### config.mk
export PLATFORM = sky130hd
export DESIGN_NAME = weekly_alarm_window_table
export DESIGN_NICKNAME = d
export VERILOG_FILES = /design/src/sv/wawt_pkg.sv /design/src/sv/wawt_mem.sv /design/src/sv/wawt_match.sv /design/src/sv/weekly_alarm_window_table.sv
export SDC_FILE = /design/constraint.sdc
export NUM_CORES = 1
export LEC_CHECK = 0
export BUFFER_PORTS_ARGS = -buffer_cell sky130_fd_sc_hd__buf_2
export CAP_MARGIN = 40
export CORE_UTILIZATION = 50
export DETAILED_ROUTE_END_ITERATION = 8
export GPL_ROUTABILITY_DRIVEN = 0
export PLACE_DENSITY = 0.76
export SYNTH_ARGS = -nofsm -noshare
export SYNTH_HDL_FRONTEND = slang
export SYNTH_HIERARCHICAL = 1
export SYNTH_SLANG_ARGS = --single-unit
### constraint.sdc
create_clock -name aclk -period 11.5 [get_ports aclk]
set_input_delay 0 -clock aclk [delete_from_list [all_inputs] [get_ports aclk]]
set_output_delay 0 -clock aclk [all_outputs]
set_load 0.01 [all_outputs]
### src/sv/wawt_pkg.sv
// Shared types, codes and helpers of the weekly alarm window table.
// No dependencies; imported by wawt_mem, wawt_match and the top level.
`default_nettype none

package wawt_pkg;

    // Minute of day needs 11 bits: 31*60+63 plus a 63 minute window fits.
    localparam int MIN_W       = 11;
    localparam int NUM_DRAWERS = 8;

    localparam logic [5:0] DEF_TOLERANCE = 6'd15;

    // Item opcodes
    localparam logic [1:0] OP_WRITE  = 2'd0;
    localparam logic [1:0] OP_QUERY  = 2'd1;
    localparam logic [1:0] OP_DRAWER = 2'd2;

    // Configuration register indexes
    localparam logic [1:0] CFG_ENTRIES   = 2'd0;
    localparam logic [1:0] CFG_TOLERANCE = 2'd1;
    localparam logic [1:0] CFG_ENABLE    = 2'd2;

    typedef struct packed {
        logic [6:0] days;
        logic [4:0] hour;
        logic [5:0] minute;
        logic [2:0] compartment;
    } sched_t;

    typedef struct packed {
        logic fire;
        logic ack_hit;
    } match_t;

    typedef struct packed {
        logic rd_en;
        logic sched_we;
        logic ack_we;
    } mem_ctl_t;

    // hour*60 + minute as shift and subtract
    function automatic logic [MIN_W-1:0] minute_of_day(input logic [4:0] hour,
                                                       input logic [5:0] minute);
        logic [MIN_W-1:0] h;
        h = MIN_W'(hour);
        return (h << 6) - (h << 2) + MIN_W'(minute);
    endfunction

endpackage

`default_nettype wire

### src/sv/wawt_mem.sv
// Entry store: schedule memory and acknowledged-day memory, one write and
// one registered read port each. Depends on wawt_pkg.
`default_nettype none

module wawt_mem #(
    parameter int DEPTH = 16,
    parameter int IDX_W = 4
) (
    input  wire logic              aclk,
    input  wire wawt_pkg::mem_ctl_t ctl,
    input  wire logic [IDX_W-1:0]  rd_addr,
    input  wire logic [IDX_W-1:0]  wr_addr,
    input  wire wawt_pkg::sched_t  sched_wdata,
    input  wire logic [4:0]        ack_wdata,
    output wawt_pkg::sched_t       sched_rdata,
    output logic [4:0]             ack_rdata
);
    import wawt_pkg::*;

    sched_t     sched_mem [DEPTH];
    logic [4:0] ack_mem   [DEPTH];

    sched_t     sched_rdata_reg;
    logic [4:0] ack_rdata_reg;

    always_ff @(posedge aclk) begin
        if (ctl.sched_we) begin
            sched_mem[wr_addr] <= sched_wdata;
        end
        if (ctl.ack_we) begin
            ack_mem[wr_addr] <= ack_wdata;
        end
        if (ctl.rd_en) begin
            sched_rdata_reg <= sched_mem[rd_addr];
            ack_rdata_reg   <= ack_mem[rd_addr];
        end
    end

    assign sched_rdata = sched_rdata_reg;
    assign ack_rdata   = ack_rdata_reg;

endmodule

`default_nettype wire

### src/sv/wawt_match.sv
// Window test for one entry read from the store: weekday, minute window,
// acknowledged day and drawer bit. Depends on wawt_pkg.
`default_nettype none

module wawt_match (
    input  wire wawt_pkg::sched_t         entry,
    input  wire logic [4:0]               ack_day,
    input  wire logic [2:0]               now_weekday,
    input  wire logic [wawt_pkg::MIN_W-1:0] now_min,
    input  wire logic [4:0]               today,
    input  wire logic [5:0]               tolerance,
    input  wire logic [7:0]               drawer_mask,
    output wawt_pkg::match_t              result
);
    import wawt_pkg::*;

    logic [MIN_W-1:0] start_min;
    logic [MIN_W-1:0] end_min;
    logic [7:0]       days_ext;
    logic             in_win;
    logic             acked;

    always_comb begin
        start_min = minute_of_day(entry.hour, entry.minute);
        end_min   = start_min + MIN_W'(tolerance);
        // weekday code 7 lands on the padding bit and matches nothing
        days_ext  = {1'b0, entry.days};
        in_win    = days_ext[now_weekday] && (now_min >= start_min) && (now_min < end_min);
        acked     = (ack_day != 5'd0) && (ack_day == today);

        result.fire      = in_win && !acked;
        result.ack_hit   = in_win && (int'(entry.compartment) < NUM_DRAWERS)
                           && drawer_mask[entry.compartment];
    end

endmodule

`default_nettype wire

### src/sv/weekly_alarm_window_table.sv
// Weekly alarm window table: top level with walk sequencer and result register.
// Depends on wawt_pkg, wawt_mem and wawt_match.
//
// Input channel (s_*): one beat per item. A write item loads one table slot
// as it is accepted. A query or drawer item walks the entries in use (none
// while the table is disabled), one entry per cycle unless a stalled receiver
// holds it, through the single read port of the entry store. The next item
// is taken once the walk is over and, for a query, once its final beat is
// registered; a drawer item writes acknowledged days back as it walks.
// Result channel (m_*): a query delivers one beat per firing entry, the final
// one flagged by m_last_result; with nothing firing it delivers one empty
// beat with m_last_result set. Write and drawer items deliver nothing.
// Results sit in an output register: the next item is taken while the last
// beat of a query still waits. When the receiver stalls, the walk holds on a
// firing entry until the register frees up, and the closing beat waits too.
// Configuration (cfg_*): always ready; write it only while the block is idle.
// Reset clears the registers to 0 entries, 15 minutes, table disabled; the
// table contents stay undefined until written.
`default_nettype none

module weekly_alarm_window_table #(
    parameter int MAX_ENTRIES = 16
) (
    input  wire logic       aclk,
    input  wire logic       aresetn,

    input  wire logic       s_valid,
    output logic            s_ready,
    input  wire logic [1:0] s_opcode,
    input  wire logic [3:0] s_entry_index,
    input  wire logic [6:0] s_entry_days,
    input  wire logic [4:0] s_entry_hour,
    input  wire logic [5:0] s_entry_minute,
    input  wire logic [2:0] s_entry_compartment,
    input  wire logic [4:0] s_entry_last_day,
    input  wire logic [2:0] s_now_weekday,
    input  wire logic [4:0] s_now_hour,
    input  wire logic [5:0] s_now_minute,
    input  wire logic [4:0] s_now_day_of_month,
    input  wire logic [7:0] s_drawer_mask,

    output logic            m_valid,
    input  wire logic       m_ready,
    output logic            m_alert_valid,
    output logic [2:0]      m_alert_compartment,
    output logic            m_last_result,

    input  wire logic       cfg_valid,
    output logic            cfg_ready,
    input  wire logic [1:0] cfg_index,
    input  wire logic [5:0] cfg_data
);
    import wawt_pkg::*;

    localparam int IDX_W = (MAX_ENTRIES > 1) ? $clog2(MAX_ENTRIES) : 1;
    localparam int CNT_W = $clog2(MAX_ENTRIES + 1);

    typedef enum logic [2:0] {
        ST_IDLE = 3'b001,
        ST_WALK = 3'b010,
        ST_DONE = 3'b100
    } state_t;

    state_t             state_reg, state_next;
    logic               is_query_reg, is_query_next;
    logic [CNT_W-1:0]   count_reg, count_next;
    logic [CNT_W-1:0]   rd_cnt_reg, rd_cnt_next;
    logic               ev_vld_reg, ev_vld_next;
    logic [IDX_W-1:0]   ev_idx_reg, ev_idx_next;
    logic               hold_vld_reg, hold_vld_next;
    logic [2:0]         hold_comp_reg, hold_comp_next;
    logic [4:0]         entries_reg, entries_next;
    logic [5:0]         tol_reg, tol_next;
    logic               enable_reg, enable_next;
    logic               m_valid_reg, m_valid_next;
    logic               m_alert_reg, m_alert_next;
    logic [2:0]         m_comp_reg, m_comp_next;
    logic               m_last_reg, m_last_next;

    logic [2:0]         wday_reg, wday_next;
    logic [MIN_W-1:0]   now_min_reg, now_min_next;
    logic [4:0]         today_reg, today_next;
    logic [7:0]         mask_reg, mask_next;

    logic               in_acc;
    logic               out_free;
    logic [CNT_W-1:0]   live_cnt;
    logic               slot_ok;
    logic               stall;
    logic               issue;
    logic               eval_go;
    logic               walk_end;
    logic               push_mid;
    logic               push_final;

    mem_ctl_t           mem_ctl;
    logic [IDX_W-1:0]   wr_addr;
    sched_t             sched_wdata;
    logic [4:0]         ack_wdata;
    sched_t             sched_rdata;
    logic [4:0]         ack_rdata;
    match_t             mt;

    assign s_ready   = (state_reg == ST_IDLE);
    assign cfg_ready = 1'b1;
    assign in_acc    = s_valid && s_ready;
    assign out_free  = !m_valid_reg || m_ready;

    assign live_cnt = (int'(entries_reg) > MAX_ENTRIES) ? CNT_W'(MAX_ENTRIES)
                                                        : CNT_W'(entries_reg);
    assign slot_ok  = int'(s_entry_index) < MAX_ENTRIES;

    // Hold the entry in evaluation while a result cannot be handed on.
    assign stall      = ev_vld_reg && is_query_reg && mt.fire && hold_vld_reg && !out_free;
    assign issue      = (state_reg == ST_WALK) && (rd_cnt_reg < count_reg) && !stall;
    assign eval_go    = ev_vld_reg && !stall;
    assign walk_end   = (state_reg == ST_WALK) && (rd_cnt_reg == count_reg) && !ev_vld_reg;
    assign push_mid   = eval_go && is_query_reg && mt.fire && hold_vld_reg;
    assign push_final = (state_reg == ST_DONE) && out_free;

    always_comb begin
        mem_ctl.rd_en    = issue;
        mem_ctl.sched_we = in_acc && (s_opcode == OP_WRITE) && slot_ok;
        mem_ctl.ack_we   = (in_acc && (s_opcode == OP_WRITE) && slot_ok)
                           || (eval_go && !is_query_reg && mt.ack_hit);
        wr_addr          = (state_reg == ST_IDLE) ? IDX_W'(s_entry_index) : ev_idx_reg;
        ack_wdata        = (state_reg == ST_IDLE) ? s_entry_last_day : today_reg;
        sched_wdata.days        = s_entry_days;
        sched_wdata.hour        = s_entry_hour;
        sched_wdata.minute      = s_entry_minute;
        sched_wdata.compartment = s_entry_compartment;
    end

    wawt_mem #(
        .DEPTH (MAX_ENTRIES),
        .IDX_W (IDX_W)
    ) u_mem (
        .aclk        (aclk),
        .ctl         (mem_ctl),
        .rd_addr     (rd_cnt_reg[IDX_W-1:0]),
        .wr_addr     (wr_addr),
        .sched_wdata (sched_wdata),
        .ack_wdata   (ack_wdata),
        .sched_rdata (sched_rdata),
        .ack_rdata   (ack_rdata)
    );

    wawt_match u_match (
        .entry       (sched_rdata),
        .ack_day     (ack_rdata),
        .now_weekday (wday_reg),
        .now_min     (now_min_reg),
        .today       (today_reg),
        .tolerance   (tol_reg),
        .drawer_mask (mask_reg),
        .result      (mt)
    );

    always_comb begin
        state_next     = state_reg;
        is_query_next  = is_query_reg;
        count_next     = count_reg;
        rd_cnt_next    = rd_cnt_reg;
        ev_vld_next    = issue || (ev_vld_reg && stall);
        ev_idx_next    = issue ? rd_cnt_reg[IDX_W-1:0] : ev_idx_reg;
        hold_vld_next  = hold_vld_reg;
        hold_comp_next = hold_comp_reg;
        entries_next   = entries_reg;
        tol_next       = tol_reg;
        enable_next    = enable_reg;
        m_valid_next   = m_valid_reg && !m_ready;
        m_alert_next   = m_alert_reg;
        m_comp_next    = m_comp_reg;
        m_last_next    = m_last_reg;
        wday_next      = wday_reg;
        now_min_next   = now_min_reg;
        today_next     = today_reg;
        mask_next      = mask_reg;

        unique case (state_reg)
            ST_IDLE: begin
                if (in_acc && (s_opcode == OP_QUERY || s_opcode == OP_DRAWER)) begin
                    state_next    = ST_WALK;
                    is_query_next = (s_opcode == OP_QUERY);
                    count_next    = enable_reg ? live_cnt : '0;
                    rd_cnt_next   = '0;
                    hold_vld_next = 1'b0;
                    wday_next     = s_now_weekday;
                    now_min_next  = minute_of_day(s_now_hour, s_now_minute);
                    today_next    = s_now_day_of_month;
                    mask_next     = s_drawer_mask;
                end
            end
            ST_WALK: begin
                if (issue) begin
                    rd_cnt_next = rd_cnt_reg + CNT_W'(1);
                end
                if (walk_end) begin
                    state_next = is_query_reg ? ST_DONE : ST_IDLE;
                end
            end
            ST_DONE: begin
                if (out_free) begin
                    state_next = ST_IDLE;
                end
            end
            default: begin
                state_next = ST_IDLE;
            end
        endcase

        // Keep one firing entry back so the final beat can carry the last flag.
        if (eval_go && is_query_reg && mt.fire) begin
            hold_vld_next  = 1'b1;
            hold_comp_next = sched_rdata.compartment;
        end

        if (push_mid) begin
            m_valid_next = 1'b1;
            m_alert_next = 1'b1;
            m_comp_next  = hold_comp_reg;
            m_last_next  = 1'b0;
        end else if (push_final) begin
            m_valid_next = 1'b1;
            m_alert_next = hold_vld_reg;
            m_comp_next  = hold_vld_reg ? hold_comp_reg : 3'd0;
            m_last_next  = 1'b1;
        end

        if (cfg_valid && cfg_ready) begin
            unique case (cfg_index)
                CFG_ENTRIES:   entries_next = cfg_data[4:0];
                CFG_TOLERANCE: tol_next     = cfg_data;
                CFG_ENABLE:    enable_next  = cfg_data[0];
                default: ;
            endcase
        end
    end

    always_ff @(posedge aclk) begin
        if (!aresetn) begin
            state_reg    <= ST_IDLE;
            is_query_reg <= 1'b0;
            count_reg    <= '0;
            rd_cnt_reg   <= '0;
            ev_vld_reg   <= 1'b0;
            hold_vld_reg <= 1'b0;
            entries_reg  <= 5'd0;
            tol_reg      <= DEF_TOLERANCE;
            enable_reg   <= 1'b0;
            m_valid_reg  <= 1'b0;
        end else begin
            state_reg    <= state_next;
            is_query_reg <= is_query_next;
            count_reg    <= count_next;
            rd_cnt_reg   <= rd_cnt_next;
            ev_vld_reg   <= ev_vld_next;
            hold_vld_reg <= hold_vld_next;
            entries_reg  <= entries_next;
            tol_reg      <= tol_next;
            enable_reg   <= enable_next;
            m_valid_reg  <= m_valid_next;
        end
    end

    always_ff @(posedge aclk) begin
        ev_idx_reg    <= ev_idx_next;
        hold_comp_reg <= hold_comp_next;
        m_alert_reg   <= m_alert_next;
        m_comp_reg    <= m_comp_next;
        m_last_reg    <= m_last_next;
        wday_reg      <= wday_next;
        now_min_reg   <= now_min_next;
        today_reg     <= today_next;
        mask_reg      <= mask_next;
    end

    assign m_valid             = m_valid_reg;
    assign m_alert_valid       = m_alert_reg;
    assign m_alert_compartment = m_comp_reg;
    assign m_last_result       = m_last_reg;

endmodule

`default_nettype wire

==> results.ini, run 1 <==
[timing]
min_period_over_period_pct=47.3
relSlewSlack_pct=46.1
post-route-min-period_ps=5440
setup_violations=0
tightest_slew_ps=808
fin_setup_tns_ps=0
hold_viol_final=0
rsz0062_at_grt=false
fmax_mhz=184
drv_slew=0
clock_skew_ps=24.4

[yosys]
synth_edf_count=479
netlist_area_sq_um=21000
yosys.area_share.simple_pct=4.54
synth_nets=1240
ys_seq_area_share_pct=71.4
ys_warn_count=6
synth_top_family_by_area=multiplexers
yosys.area_share.xor_xnor_pct=1.16
synth_adder_area_share_pct=2.83
synth-compound-area-share_pct=4.54
synth_mux_area_share_pct=13.4
synthDistinctLibCells=68
synthFlopType=edfxtp_1
synth_cells=1121
avgSynthCellArea_sq_um=18.7
ys_ff_latch=510
async_flop_share_pct=0

[finish]
final_cell_mix=edfxtp_1, buf_2, dlygate4sd3_1, mux4_2, nand2_1
fillers=2942
largest_reg_flops=336
mostFrequentLayoutCell=edfxtp_1
drive_gt1_share_pct=21.7
area_growth_pct=16.1
fin_cells=1877
nNetsFinal=1424

[setup_path]
critPathMaxFanout=6
start_kind=flop
required_ps=11730
cp-end-kind=flop
crit_arrival_ps=5680
critical_path_class=flop to flop

[detailed_routing]
dr.pass1.iters=8
antenna_left=0
finalWirelength_microns=45000
wl_per_cell_microns=24.0
routed_via_density=6.03
drc=6
drt_iter0_drc=894
vias=11300

[placement]
io_buffers=78
dp_hpwl_microns=26000
dp.cells=1711

[clock_tree]
cts_buffer_depth=3
cts_sinks=510
clockRootBuffer=clkbuf_16
cts_buffers=50
htree_levels=2
clk_latency_ps=590
cts.clk_slew.worst_paths_ps=70
post_cts_buffers=0
cts_tree=yes

[floorplanning]
fp-row-count=74
dieArea_sq_um=42900
die_h_microns=207
start_util_pct=51.1
core_region_area_sq_um=41100
chipWidth_microns=207
io_pins=80

[global_routing]
antenna_found_initial=4
grt-ovfl-total=0
grt_start_max_net_pins=59
grt_usage_pct=21.4
grt_pass1_wl_microns=68400
grt_pass1_vias=11400

[outcome]
status=finished with violations
violations=design-rule violations

[run]
cap_viol_max_count=0

[power]
leakage_nw=8.14
power.density_nw_per_um2=155
irDropWorstVdd_uv=120

[hold_path]
hp-class=input pin to flop

==> per-layer routing <==
metal | wire [microns] | global-route usage (%)
met5 | 41 | 0
met4 | 854 | 6.18
met3 | 3790 | 4.68
met2 | 22100 | 35.1
met1 | 18200 | 28.8
==> through the flow <==
| stage | setup slack [ps] | instance area (sq um) | power (mW) | hold WS (ps) | util (%) |
|---|---|---|---|---|---|
| after floorplan | 5290 | 21000 | 2.16 | 98.9 | - |
| after global placement | 6330 | 22000 | 2.22 | 178 | 53.5 |
| after detailed placement | 6100 | 22100 | 2.22 | 178 | 53.7 |
| after CTS | 6060 | 24400 | 3.80 | 28.4 | 59.3 |
| after global routing | 5590 | 24400 | 3.88 | 86.2 | 59.3 |
| final | 6060 | 24400 | 3.77 | 58.7 | 59.3 |
==> final timing paths <==
kind | from | to | slack (ps) | cells after the start
worst min-delay path | s_entry_last_day[1] | u_mem/ack_mem[14][1]$_DFFE_PP_ | 60 | 2
worst min register to register | count_reg[2]$_SDFFE_PN0P_ | count_reg[2]$_SDFFE_PN0P_ | 460 | 2
worst max-delay path | u_mem/sched_rdata[10]$_DFFE_PP_ | u_mem/ack_mem[0][1]$_DFFE_PP_ | 6060 | 22
worst max register to register | u_mem/sched_rdata[10]$_DFFE_PP_ | u_mem/ack_mem[0][1]$_DFFE_PP_ | 6060 | 22
==> Yosys cell counts, types with 5 or more instances <==
cell / instances / area share [%]
edfxtp_1: 479 / 68
mux4_2: 71 / 7.6
nor2_1: 56 / 1.0
nand2_1: 54 / 0.96
a22oi_1: 53 / 1.9
ha_1: 46 / 2.7
mux4_1: 36 / 4.5
inv_1: 33 / 0.59
dfxtp_1: 31 / 3.0
a21oi_1: 28 / 0.67
clkbuf_1: 21 / 0.38
xnor2_1: 19 / 0.79
mux2i_1: 17 / 0.81
buf_2: 13 / 0.31
nand3_1: 11 / 0.26
mux2_2: 9 / 0.48
nand2b_1: 8 / 0.24
nor2b_1: 8 / 0.24
a21o_1: 7 / 0.25
buf_12: 7 / 0.67
nor3_1: 7 / 0.17
and2_1: 6 / 0.18
and3_1: 6 / 0.18
nand3b_1: 6 / 0.21
nor4_1: 6 / 0.18
o21ai_0: 6 / 0.14
nand4_1: 5 / 0.15
o21a_1: 5 / 0.18
xor2_1: 5 / 0.21
==> worst max-delay path, cell delays in order, from the launching register on <==
cell and delay, ps:
edfxtp_1 460, inv_1 80, ha_1 300, o21a_1 170
nor2_1 170, inv_1 60, a21oi_1 180, xnor2_1 220
ha_1 280, nor3_1 80, a221oi_1 320, xor2_1 170
nor2_1 60, xnor2_1 130, ha_1 190, a21o_1 170
a21o_1 170, a211oi_1 250, o21ai_1 180, nor4_1 280
a31o_2 260, or3b_2 540, nor2_1 360
==> kinds of logic (layout without fill, tap and decap cells) <==
logic type               Yosys count  count (layout)
flip-flops                       510             510
AND/OR/NAND/NOR                  190             190
AO/OA/AOI/OAI                    134             134
multiplexers                     133             133
buffers and inverters             80             303
adder cells (fa/ha/maj)           47              47
XOR/XNOR                          26              26
other                              1               2
==> cell type report <==
| type | instances | area, sq um | area share [%] |
|---|---|---|---|
| Tap cell | 532 | 666 | 2.73 |
| Inverter | 34 | 128 | 0.523 |
| Multi-Input combinational cell | 531 | 5640 | 23.1 |
| Antenna cell | 1 | 2.50 | 0.0103 |
| Clock buffer | 64 | 1300 | 5.34 |
| Clock inverter | 27 | 249 | 1.02 |
| Sequential cell | 510 | 15000 | 61.5 |
| Timing Repair Buffer | 178 | 1400 | 5.72 |
==> what timing repair did <==
| item | CTS | global route |
|---|---|---|
| hold buffers | 74 | 0 |
| gates resized for setup | 0 | 0 |
| endpoints found under the hold margin | 392 | 0 |
==> power breakdown <==
part	leakage (nW)	switching, mW	internal, mW	total, mW
Combinational	2.83	0.0875	0.0567	0.144
Clock	0.750	0.672	0.891	1.56
Sequential	4.56	0.00881	2.05	2.06
(Power assumes the default switching activity.)
==> run 2: changes to the inputs <==
Clock period 11.5 ns to 5.5 ns, I/O delays scaled along.
==> results.ini, run 2 (synthesis results as in run 1) <==
[clock_tree]
cts_sinks=510
cts_buffer_depth=3
cts_buffers=51
clk_latency_ps=610
clockRootBuffer=clkbuf_16
cts.clk_slew.worst_paths_ps=70
cts_tree=yes
htree_levels=2

[power]
leakage_nw=8.20
power.density_nw_per_um2=326
irDropWorstVdd_uv=324

[floorplanning]
chipWidth_microns=207
fp-row-count=74
start_util_pct=51.1
core_region_area_sq_um=41100
dieArea_sq_um=42900
die_h_microns=207
io_pins=80

[setup_path]
critPathMaxFanout=5
startpoint=u_mem/sched_rdata[9]$_DFFE_PP_
r2r-start=u_mem/sched_rdata[9]$_DFFE_PP_
r2r-end=u_mem/ack_mem[2][1]$_DFFE_PP_
cp-end-kind=flop
required_ps=5780
ff2ff_path_depth=21
start_kind=flop
crit_arrival_ps=5530
critical_path_class=flop to flop
crit_path_end=u_mem/ack_mem[2][1]$_DFFE_PP_
reg2reg_slack_ps=250

[timing]
fin_ws_ps=246
hold_viol_final=0
hold_slack_ps=20.2
tightest_slew_ps=905
min_period_over_period_pct=95.5
rsz0062_at_grt=true
relSlewSlack_pct=39.6
post-route-min-period_ps=5250
drv_slew=0
clock_skew_ps=33.1
setup_violations=0
fmax_mhz=190

[finish]
multi_input_area_sq_um=5690
area_growth_pct=16.8
mostFrequentLayoutCell=edfxtp_1
diodes=0
seq_area_sq_um=15000
drive_gt1_share_pct=23.2
nNetsFinal=1429
fillers=2901
final_cell_mix=edfxtp_1, buf_2, dlygate4sd3_1, mux4_2, nand2_1
largest_reg_flops=336

[detailed_routing]
wl_per_cell_microns=24.1
drt_iter0_drc=1020
drc=8
antenna_left=0
dr.pass1.iters=8
finalWirelength_microns=45300
routed_via_density=5.99
vias=11300

[global_routing]
grt_pass1_wl_microns=68400
grt-ovfl-total=0
antenna_found_initial=2
grt_pass1_vias=11500
grt_start_max_net_pins=109
grt_usage_pct=21.4

[run]
cap_viol_max_count=0

[outcome]
status=finished with violations
violations=design-rule violations

[hold_path]
hp-start=s_entry_last_day[2]
hp-class=input pin to flop

[placement]
pre_cts_slack_ps=66.8
io_buffers=78
dp_hpwl_microns=25500

==> run 2: worst max-delay path: stages (launching register included) <==
cell,delay (ps)
edfxtp_1,400
inv_1,70
ha_1,260
o21a_1,250
nor2_1,170
xnor2_1,180
ha_1,320
or2_2,290
a21oi_1,180
a221oi_1,80
xor2_1,160
nor2_1,130
xnor2_1,100
ha_1,190
a21o_1,170
a21o_1,170
a211oi_1,250
o21ai_1,200
nor4_2,290
a31o_2,240
or3b_2,560
nor2_2,280
==> run 2: worst min-delay path by stage <==
stage	endpoint	slack, ps	depth (start not counted)
2_1_floorplan	mask_reg[0]$_DFFE_PP_	100	0
3_3_place_gp	mask_reg[3]$_DFFE_PP_	180	1
3_5_place_dp	mask_reg[7]$_DFFE_PP_	180	1
4_1_cts	u_mem/ack_mem[8][2]$_DFFE_PP_	40	2
5_1_grt	u_mem/ack_mem[9][1]$_DFFE_PP_	60	2
6_report	u_mem/ack_mem[8][2]$_DFFE_PP_	20	2
==> run 2: what timing repair did <==
| item | in CTS | in global routing |
|---|---|---|
| hold buffers | 74 | 0 |
| gates resized for setup | 0 | 13 |
| setup endpoints to repair | 0 | 98 |
| setup buffers | 0 | 3 |
| endpoints found under the hold margin | 392 | 0 |
==> run 2: stage by stage <==
step           total power [mW]  std cells  cell area (sq um)  utilization, %  TNS [ps]
2_1_floorplan              4.52       1121              21000               -         0
3_3_place_gp               4.64       1709              22000            53.6         0
3_5_place_dp               4.65       1712              22100            53.7         0
4_1_cts                    8.05       1880              24500            59.5         0
5_1_grt                    8.24       1883              24500            59.7      -715
6_report                   8.01       1883              24500            59.7         0
==> run 2: per-layer routing <==
metal	global-route usage, %	part of all wire (%)	vias up	wire [microns]
met3	4.46	7.4	75	3360
met4	6.43	2.0	4	914
met1	28.4	40	5788	18300
met5	0	0.060	-	27
li1	-	-	4938	-
met2	35.8	50	480	22800
==> run 2: final cells by class <==
class | count | area share, %
tap | 532 | 2.71
multi-input combinational | 531 | 23.2
timing repair buffer | 182 | 5.73
clock inverter | 27 | 0.974
inverter | 34 | 0.520
clock buffer | 67 | 5.70
sequential | 510 | 61.2
==> run 2: report_power, final <==
| part | switching [mW] | internal, mW | total, mW | leakage, nW |
|---|---|---|---|---|
| clock network | 1.45 | 1.94 | 3.39 | 0.794 |
| logic | 0.187 | 0.119 | 0.305 | 2.85 |
| registers | 0.0193 | 4.30 | 4.31 | 4.56 |
